[config.mk]
export PLATFORM = sky130hd
export DESIGN_NAME = tracker_frame_deframer_top
export DESIGN_NICKNAME = d
export VERILOG_FILES = /design/src/rtl/tfd_pkg.sv /design/src/rtl/tfd_epoch.sv /design/src/rtl/tracker_frame_deframer_top.sv
export SDC_FILE = /design/constraint.sdc
export NUM_CORES = 2
export LEC_CHECK = 0
export BUFFER_PORTS_ARGS = -buffer_cell sky130_fd_sc_hd__buf_4
export CAP_MARGIN = 5
export CORE_ASPECT_RATIO = 0.5
export CORE_MARGIN = 2
export CORE_UTILIZATION = 52
export CTS_CLUSTER_SIZE = 24
export DETAILED_ROUTE_END_ITERATION = 10
export PLACE_DENSITY_LB_ADDON = 0.08
export SETUP_SLACK_MARGIN = 0.3
export SLEW_MARGIN = 20
export SYNTH_ARGS = -nofsm -noshare
export SYNTH_HDL_FRONTEND = slang
export SYNTH_SLANG_ARGS = --single-unit
[constraint.sdc]
create_clock -name i_clk -period 19.94 [get_ports i_clk]
set_input_delay 2.991 -clock i_clk [delete_from_list [all_inputs] [get_ports i_clk]]
set_output_delay 2.991 -clock i_clk [all_outputs]
set_load 0.02 [all_outputs]
[src/rtl/tfd_pkg.sv]
// ----------------------------------------------------------------------------
// tfd_pkg
// Types, protocol constants and helper functions shared by the deframer.
// ----------------------------------------------------------------------------
package tfd_pkg;

    localparam logic [7:0]  START_BYTE  = 8'h78;
    localparam logic [7:0]  STOP1_BYTE  = 8'h0D;
    localparam logic [7:0]  STOP2_BYTE  = 8'h0A;
    localparam logic [7:0]  TYPE_LOGIN  = 8'h01;
    localparam logic [7:0]  TYPE_LOCATE = 8'h10;
    localparam logic [7:0]  TYPE_HBEAT  = 8'h23;
    localparam logic [7:0]  MIN_LENGTH  = 8'd5;
    localparam logic [15:0] CRC_INIT    = 16'hFFFF;
    localparam logic [15:0] CRC_POLY    = 16'h8408;
    localparam int          STORE_DEPTH = 19;
    localparam int          IDX_W       = 5;

    localparam logic [1:0] KIND_LOGIN  = 2'd0;
    localparam logic [1:0] KIND_LOCATE = 2'd1;
    localparam logic [1:0] KIND_HBEAT  = 2'd2;
    localparam logic [1:0] KIND_OTHER  = 2'd3;

    localparam logic STATUS_OK  = 1'b0;
    localparam logic STATUS_BAD = 1'b1;

    typedef enum logic [3:0] {
        PH_HUNT1,
        PH_HUNT2,
        PH_LEN,
        PH_TYPE,
        PH_CONTENT,
        PH_SERHI,
        PH_SERLO,
        PH_CRCHI,
        PH_CRCLO,
        PH_STOP1,
        PH_STOP2
    } t_phase;

    typedef struct packed {
        logic [3:0]         satellites;
        logic               fix_valid;
        logic signed [32:0] longitude_units;
        logic signed [32:0] latitude_units;
        logic [43:0]        utc_ms;
        logic [63:0]        imei_bcd;
        logic [8:0]         frame_length;
        logic [15:0]        serial;
        logic [1:0]         kind;
        logic               status;
    } t_result;

    // One byte of CRC-16/X-25, reflected, LSB first.
    function automatic logic [15:0] crc_byte(input logic [15:0] c_in, input logic [7:0] b);
        logic [15:0] c;
        c = c_in ^ {8'h00, b};
        for (int i = 0; i < 8; i++) begin
            c = c[0] ? ((c >> 1) ^ CRC_POLY) : (c >> 1);
        end
        return c;
    endfunction

    // Day of year at the first of a March-based month index.
    function automatic logic [8:0] month_doy(input logic [3:0] mp);
        logic [8:0] d;
        unique case (mp)
            4'd0:    d = 9'd0;
            4'd1:    d = 9'd31;
            4'd2:    d = 9'd61;
            4'd3:    d = 9'd92;
            4'd4:    d = 9'd122;
            4'd5:    d = 9'd153;
            4'd6:    d = 9'd184;
            4'd7:    d = 9'd214;
            4'd8:    d = 9'd245;
            4'd9:    d = 9'd275;
            4'd10:   d = 9'd306;
            4'd11:   d = 9'd337;
            default: d = 9'd0;
        endcase
        return d;
    endfunction

endpackage

[src/rtl/tfd_epoch.sv]
// ----------------------------------------------------------------------------
// tfd_epoch
// Converts the six date and time content bytes into epoch milliseconds, one
// short step per arriving content byte.
// ----------------------------------------------------------------------------
module tfd_epoch (
    input  logic                      i_clk,
    input  logic                      i_en,
    input  logic [tfd_pkg::IDX_W-1:0] i_idx,
    input  logic [7:0]                i_byte,
    output logic [43:0]               o_ms
);
    import tfd_pkg::*;

    logic [7:0]  r_year_b, r_day_b, r_hour_b, r_min_b;
    logic [11:0] r_yy;
    logic [3:0]  r_mp;
    logic [16:0] r_base, r_days;
    logic [33:0] r_dsec, r_secs;
    logic [19:0] r_hms;
    logic [43:0] r_ms;

    logic [7:0]  mon_m1;
    logic [15:0] q_prod;
    logic [4:0]  q;
    logic [3:0]  mon0;
    logic [11:0] year;
    logic [11:0] n_yy;
    logic [3:0]  n_mp;
    logic        era5;
    logic [8:0]  yoe;
    logic [1:0]  cent;
    logic signed [20:0] base_s;

    // Month byte: fold the month into the year (month zero is December of
    // the year before), then move to a March-based year.
    always_comb begin
        mon_m1 = i_byte - 8'd1;
        q_prod = 16'(mon_m1) * 16'd171;
        q      = q_prod[15:11];
        if (i_byte == 8'd0) begin
            year = 12'd1999 + 12'(r_year_b);
            mon0 = 4'd11;
        end else begin
            year = 12'd2000 + 12'(r_year_b) + 12'(q);
            mon0 = 4'(mon_m1 - 8'(q) * 8'd12);
        end
        n_yy = (mon0 <= 4'd1) ? year - 12'd1 : year;
        n_mp = (mon0 >= 4'd2) ? mon0 - 4'd2 : mon0 + 4'd10;
    end

    // Days from 1970-01-01 to the first of the month.
    always_comb begin
        era5 = (r_yy >= 12'd2000);
        yoe  = era5 ? 9'(r_yy - 12'd2000) : 9'(r_yy - 12'd1600);
        if (yoe >= 9'd300)      cent = 2'd3;
        else if (yoe >= 9'd200) cent = 2'd2;
        else if (yoe >= 9'd100) cent = 2'd1;
        else                    cent = 2'd0;
        base_s = (era5 ? 21'sd11017 : -21'sd135080)
               + $signed({3'b000, 18'(yoe) * 18'd365})
               + $signed({14'd0, yoe[8:2]})
               - $signed({19'd0, cent})
               + $signed({12'd0, month_doy(r_mp)});
    end

    always_ff @(posedge i_clk) begin
        if (i_en) begin
            unique case (i_idx)
                5'd0: r_year_b <= i_byte;
                5'd1: begin
                    r_yy <= n_yy;
                    r_mp <= n_mp;
                end
                5'd2: begin
                    r_base  <= base_s[16:0];
                    r_day_b <= i_byte;
                end
                5'd3: begin
                    r_days   <= r_base + 17'(r_day_b) - 17'd1;
                    r_hour_b <= i_byte;
                end
                5'd4: begin
                    r_dsec  <= 34'(r_days) * 34'd86400;
                    r_min_b <= i_byte;
                end
                5'd5: r_hms  <= 20'(r_hour_b) * 20'd3600 + 20'(r_min_b) * 20'd60
                              + 20'(i_byte);
                5'd6: r_secs <= r_dsec + 34'(r_hms);
                5'd7: r_ms   <= 44'(r_secs) * 44'd1000;
                default: ;
            endcase
        end
    end

    assign o_ms = r_ms;

endmodule

[src/rtl/tracker_frame_deframer_top.sv]
// ----------------------------------------------------------------------------
// tracker_frame_deframer_top
// Byte-serial deframer for tracker link frames with a CRC-16/X-25 check.
// ----------------------------------------------------------------------------
// Usage: bytes of the link stream enter on the s_axis channel, one byte per
// transfer. The block hunts for the 0x78 0x78 start pair, then reads length,
// type, content, serial, checksum and the two stop bytes. Bytes outside a
// frame are dropped. After the last stop byte, or right after a length byte
// below five, one result leaves on the m_axis channel; every other byte gives
// no result.
// The result is registered on the transfer of the byte that completes it and
// is presented in the cycle after. Throughput: one byte per cycle while the
// output is not stalled. The per-byte work is a CRC update and a capture;
// the date conversion runs as a short pipeline stepped by the content bytes,
// so it is done well before the frame ends. A single output register holds
// the result. While it is full and the receiver stalls, s_axis_tready is low;
// once the result is taken in the same cycle, a new byte is accepted.
// Reset (i_rst_n low at a clock edge) returns the block to hunting for a
// start byte and empties the output register.
// ----------------------------------------------------------------------------
module tracker_frame_deframer_top (
    input  logic         i_clk,
    input  logic         i_rst_n,
    input  logic         s_axis_tvalid,
    output logic         s_axis_tready,
    input  logic [7:0]   s_axis_tdata,   // [7:0] in_byte
    output logic         m_axis_tvalid,
    input  logic         m_axis_tready,
    // [15:0] serial, [24:16] frame_length, [88:25] imei_bcd,
    // [132:89] utc_ms, [165:133] latitude_units,
    // [198:166] longitude_units, [199] fix_valid, [203:200] satellites,
    // [207:204] zero
    output logic [207:0] m_axis_tdata,
    // [0] status, [2:1] kind
    output logic [2:0]   m_axis_tuser
);
    import tfd_pkg::*;

    t_phase      r_phase, n_phase;
    logic [7:0]  r_len;
    logic [7:0]  r_cnt;
    logic [15:0] r_crc;
    logic [7:0]  r_type;
    logic [7:0]  r_store [STORE_DEPTH];
    logic [15:0] r_serial;
    logic [15:0] r_rx_crc;
    logic        r_stop1_ok;
    logic        r_out_valid;
    t_result     r_out;

    logic        accept;
    logic        emit;
    t_result     res;
    logic [7:0]  b;
    logic        ep_en;
    logic [43:0] ep_ms;
    logic [7:0]  n_cnt;

    assign b      = s_axis_tdata;
    assign s_axis_tready = !r_out_valid || m_axis_tready;
    assign accept = s_axis_tvalid && s_axis_tready;
    assign n_cnt  = r_cnt + 8'd1;

    // Content bytes past the stored window still go through the CRC.
    assign ep_en = accept && (r_phase == PH_CONTENT) && (r_cnt < 8'(STORE_DEPTH));

    tfd_epoch u_epoch (
        .i_clk  (i_clk),
        .i_en   (ep_en),
        .i_idx  (r_cnt[IDX_W-1:0]),
        .i_byte (b),
        .o_ms   (ep_ms)
    );

    // Next phase.
    always_comb begin
        n_phase = r_phase;
        unique case (r_phase)
            PH_HUNT1:   if (b == START_BYTE) n_phase = PH_HUNT2;
            PH_HUNT2:   n_phase = (b == START_BYTE) ? PH_LEN : PH_HUNT1;
            PH_LEN:     n_phase = (b < MIN_LENGTH) ? PH_HUNT1 : PH_TYPE;
            PH_TYPE:    n_phase = (r_len == MIN_LENGTH) ? PH_SERHI : PH_CONTENT;
            PH_CONTENT: if (n_cnt >= r_len - MIN_LENGTH) n_phase = PH_SERHI;
            PH_SERHI:   n_phase = PH_SERLO;
            PH_SERLO:   n_phase = PH_CRCHI;
            PH_CRCHI:   n_phase = PH_CRCLO;
            PH_CRCLO:   n_phase = PH_STOP1;
            PH_STOP1:   n_phase = PH_STOP2;
            PH_STOP2:   n_phase = PH_HUNT1;
            default:    n_phase = PH_HUNT1;
        endcase
    end

    // Result built from the captured frame and the current byte.
    always_comb begin
        logic        frame_ok;
        logic        bad;
        logic [15:0] flags;
        logic [32:0] lat_raw, lon_raw;
        res      = '0;
        emit     = 1'b0;
        bad      = 1'b0;
        frame_ok = r_stop1_ok && (b == STOP2_BYTE) && ((r_crc ^ CRC_INIT) == r_rx_crc);
        flags    = {r_store[17], r_store[18]};
        lat_raw  = {1'b0, r_store[8], r_store[9], r_store[10], r_store[11]};
        lon_raw  = {1'b0, r_store[12], r_store[13], r_store[14], r_store[15]};
        unique case (r_phase)
            PH_LEN: begin
                if (b < MIN_LENGTH) begin
                    emit             = 1'b1;
                    res.status       = STATUS_BAD;
                    res.frame_length = 9'(b) + 9'd5;
                end
            end
            PH_STOP2: begin
                emit = 1'b1;
                if (r_type == TYPE_LOGIN) begin
                    bad          = (r_len < 8'd13);
                    res.kind     = KIND_LOGIN;
                    res.imei_bcd = {r_store[0], r_store[1], r_store[2], r_store[3],
                                    r_store[4], r_store[5], r_store[6], r_store[7]};
                end else if (r_type == TYPE_LOCATE) begin
                    bad                 = (r_len < 8'd24) || (r_store[6] == 8'd0);
                    res.kind            = KIND_LOCATE;
                    res.utc_ms          = ep_ms;
                    res.latitude_units  = flags[10] ? $signed(lat_raw) : -$signed(lat_raw);
                    res.longitude_units = flags[11] ? -$signed(lon_raw) : $signed(lon_raw);
                    res.fix_valid       = flags[12];
                    res.satellites      = r_store[7][3:0];
                end else if (r_type == TYPE_HBEAT) begin
                    res.kind = KIND_HBEAT;
                end else begin
                    res.kind = KIND_OTHER;
                end
                res.serial = r_serial;
                if (!frame_ok || bad) begin
                    res        = '0;
                    res.status = STATUS_BAD;
                end
                res.frame_length = 9'(r_len) + 9'd5;
            end
            default: ;
        endcase
    end

    always_ff @(posedge i_clk) begin
        if (!i_rst_n) begin
            r_phase <= PH_HUNT1;
            r_crc   <= CRC_INIT;
        end else if (accept) begin
            r_phase <= n_phase;
            unique case (r_phase)
                PH_LEN: begin
                    r_len <= b;
                    r_cnt <= '0;
                    r_crc <= crc_byte(CRC_INIT, b);
                end
                PH_TYPE: begin
                    r_type <= b;
                    r_crc  <= crc_byte(r_crc, b);
                end
                PH_CONTENT: begin
                    r_cnt <= n_cnt;
                    r_crc <= crc_byte(r_crc, b);
                end
                PH_SERHI: begin
                    r_serial[15:8] <= b;
                    r_crc          <= crc_byte(r_crc, b);
                end
                PH_SERLO: begin
                    r_serial[7:0] <= b;
                    r_crc         <= crc_byte(r_crc, b);
                end
                PH_CRCHI: r_rx_crc[15:8] <= b;
                PH_CRCLO: r_rx_crc[7:0]  <= b;
                PH_STOP1: r_stop1_ok     <= (b == STOP1_BYTE);
                default: ;
            endcase
        end
    end

    // Content capture, one fixed register per content position.
    always_ff @(posedge i_clk) begin
        if (ep_en) begin
            r_store[r_cnt[IDX_W-1:0]] <= b;
        end
    end

    // Output register.
    always_ff @(posedge i_clk) begin
        if (!i_rst_n) begin
            r_out_valid <= 1'b0;
        end else if (accept && emit) begin
            r_out_valid <= 1'b1;
        end else if (m_axis_tready) begin
            r_out_valid <= 1'b0;
        end
    end

    always_ff @(posedge i_clk) begin
        if (accept && emit) begin
            r_out <= res;
        end
    end

    assign m_axis_tvalid = r_out_valid;
    assign m_axis_tuser  = {r_out.kind, r_out.status};
    assign m_axis_tdata  = {4'd0, r_out.satellites, r_out.fix_valid,
                            r_out.longitude_units, r_out.latitude_units,
                            r_out.utc_ms, r_out.imei_bcd,
                            r_out.frame_length, r_out.serial};

`ifndef ASSERT_OFF
    // A held result must block the input, or a second result would be lost.
    a_stall_blocks: assert property (@(posedge i_clk) disable iff (!i_rst_n)
        (m_axis_tvalid && !m_axis_tready) |-> !s_axis_tready)
        else $error("input accepted while a result is stalled");

    // A new result appears only after an input byte was taken.
    a_result_cause: assert property (@(posedge i_clk) disable iff (!i_rst_n)
        $rose(m_axis_tvalid) |-> $past(s_axis_tvalid && s_axis_tready))
        else $error("result without an accepted byte");

    // A rejected frame carries no kind and no serial.
    a_bad_clean: assert property (@(posedge i_clk) disable iff (!i_rst_n)
        (m_axis_tvalid && m_axis_tuser[0]) |->
            (m_axis_tuser[2:1] == KIND_LOGIN && m_axis_tdata[15:0] == 16'd0))
        else $error("invalid result with nonzero fields");
`endif

endmodule

==> results by group <==
Outcome
  – Status: finished, final reports clean

Timing
  – Setup Skew: 0.0278 ns
  – Final period utilization: 53.5%
  – Endpoints failing setup: 0
  – Hold Vio Cnt, Final: 0
  – RSZ-0062 raised after global routing: no
  – Max Freq: 93.7 MHz
  – Total negative slack: 0 ns
  – Tmin final: 10.67 ns
  – Final setup margin: 9.27 ns
  – Slew headroom: 28.7%
  – Max-slew violations: 0
  – Slew @ Worst Pin: 1.07 ns

Critical path
  – Crit Path Category: in2reg
  – WP data arrival: 11.05 ns
  – Setup crit end kind: flop
  – Startpoint Class: primary input
  – R2R Setup Slk: 11.55 ns
  – Worst Path Required: 20.32 ns
  – Worst-path maximum fanout: 37
  – Critical Path Slowest Stage Cell: a2111oi_0
  – CP max stage delay: 0.67 ns

Yosys
  – Area leader, netlist: edfxtp_1
  – YS warnings: 0
  – Ranking of synthesized cells by area: edfxtp_1 (44%), ha_1 (14%), fa_1 (13%)
  – Top cell type's share of synthesized area: 44.1%
  – Ys flop type: edfxtp_1
  – Number of synthesized register bits: 626
  – Post-synthesis async set-or-reset flop share: 0%
  – Top-count cell post-synth: edfxtp_1
  – Netlist cell types: 83
  – Syn Inst Count: 3325
  – Top cells by instance count after synthesis: edfxtp_1 (596), ha_1 (446), inv_1 (400)
  – Avg Inst Size Synth: 12.2 sq um
  – Syn Std Cell Area: 40600 sq um
  – Seq/Total Area, Yosys: 45.6%
  – EDFF count, synth: 596

Clock tree
  – Postcts setup bufs: 0
  – Clk root buf: clkbuf_16
  – Htree depth: 2
  – CTS buffer count: 60
  – Hold Buf Count CTS: 0
  – CTS tree: yes
  – Max Root-Sink Buffers: 3
  – Post-CTS Resized: 0
  – Worst skew pair latency: 0.66 ns
  – Clock sink count: 626
  – Clk pin slew, worst setup/hold paths: 0.06 ns

Power and ir drop
  – Peak VDD IR: 0.0675 mV
  – Sw Ratio: 24.1%
  – PnR Total Power: 2.98 mW
  – Cell Pwr Density: 65.4 nW/um^2
  – Leak: 19.6 nW
  – Switch Pwr: 718 uW
  – Portion of total power attributed to sequential cells: 48.3%
  – Combinational power share: 11.0%
  – Internal: 2.26 mW
  – Clock Power Share: 40.7%

Routing
  – Via Count: 24290
  – # DRC: 0
  – Routed wire length: 82300 um
  – First drt pass iteration count: 5
  – Avg WL per Cell: 17.7 um
  – Initial DRC count: 1496
  – Vias per Instance: 5.23
  – Post-route antenna net violation count: 0

Placed design
  – IO Port Bufs: 217
  – Dpl hpwl: 61200 um
  – Placer Congestion: 0.845
  – Placed instance area: 43400 sq um
  – Pre-CTS worst setup slack: 8.65 ns

Job
  – Maxcap violations: 0

Floorplanning
  – FP Rows: 72
  – Core area: 77200 sq um
  – Die height: 201 um
  – Width of the die: 399 um
  – Die Footprint: 80400 sq um
  – Starting Density: 52.5%
  – I/O pin cnt: 225

Global routing
  – Remaining Overflow, GRT: 0
  – Initial antenna violation count: 0
  – GR Util All Layers: 21.0%
  – Vias in the first global route: 24507
  – Largest net degree at the start of global routing: 75
  – First-pass GRT wire length: 132000 um

Finish
  – Final Util: 58.9%
  – Final instance area: 45500 sq um
  – # diodes: 0
  – Synth-to-Final Area Change: 12.2%
  – Nets: 4265
  – Layout cells sized above 1: 10.6%

Hold path
  – Hold WC Path Type: reg2reg
[layout make-up]
class | count | area, sq um
clock inverter | 48 | 574
sequential | 626 | 18500
fill | 6251 | 31700
timing repair buffer | 235 | 1780
multi-input combinational | 2228 | 20300
inverter | 402 | 1510
tap | 1036 | 1300
clock buffer | 66 | 1520
[cells in the final DEF, fill, tap and decap left out, drive strengths merged, types with 29 or more instances in the layout]
| cell type | instances |
|---|---|
| a21o | 51 |
| a21oi | 125 |
| and2 | 120 |
| and3 | 40 |
| buf | 235 |
| clkbuf | 66 |
| clkinv | 29 |
| dfxtp | 30 |
| edfxtp | 596 |
| fa | 254 |
| ha | 446 |
| inv | 410 |
| nand2 | 113 |
| nand3 | 44 |
| nor2 | 254 |
| nor2b | 34 |
| nor3 | 50 |
| o21ai | 74 |
| xnor2 | 213 |
| xor2 | 100 |
[cell families (layout without fill, tap and decap cells)]
family | Yosys count | after routing | synth area share [%]
compound gates | 419 | 419 | 6.77
xor+xnor | 313 | 313 | 6.78
fa+ha+maj | 700 | 700 | 26.3
buf+inv | 477 | 751 | 4.51
other cells | 1 | 7 | 0.00925
mux | 17 | 17 | 0.438
flops | 626 | 626 | 45.6
simple gates | 772 | 772 | 9.59
[path summary, 6_finish.rpt]
path / from / to / cells past startpoint
worst max-delay path: s_axis_tdata[0] / u_epoch.r_yy[11] / 31
worst min-delay path: u_epoch.r_hms[3] / u_epoch.r_secs[3] / 0
worst max register to register: u_epoch.r_yy[0] / u_epoch.r_base[16] / 33
worst min register to register: u_epoch.r_hms[3] / u_epoch.r_secs[3] / 0
[power by group through the flow]
stage / sequential (mW) / combinational, mW / clock (mW)
floorplan: 1.47 / 0.256 / 0
global route: 1.44 / 0.376 / 1.30
CTS: 1.44 / 0.333 / 1.24
global placement: 1.47 / 0.320 / 0
detailed placement: 1.47 / 0.329 / 0
finish: 1.44 / 0.328 / 1.21
[flip-flops by register name (all words and copies together) (netlist names), 17 cells and up, named ones only]
name,cells
m_axis_tdata,201
r_store,131
u_epoch.o_ms,41
u_epoch.r_base,17
u_epoch.r_days,17
u_epoch.r_dsec,27
u_epoch.r_hms,20
u_epoch.r_secs,34
[stage by stage]
stage	cells	hold slack, ns
floorplan	3331	0.400
global placement	4525	0.404
detailed placement	4525	0.407
CTS	4639	0.425
global route	4641	0.429
finish	4641	0.425
[routing by layer]
layer	up-vias	global-route usage, %	part of all wire [%]
met3	106	2.94	3.6
li1	11974	-	-
met5	-	0	0
met1	11847	30.2	48
met2	363	34.1	46
met4	0	4.20	1.6
[critical path: cells and delay by family]
family,cells,cell delay [ns]
compound gates,10,2.47
xor+xnor,3,0.85
buf+inv,6,1.12
fa+ha+maj,8,2.88
simple gates,4,0.71
No activity file was read; power rests on OpenSTA's default activity.
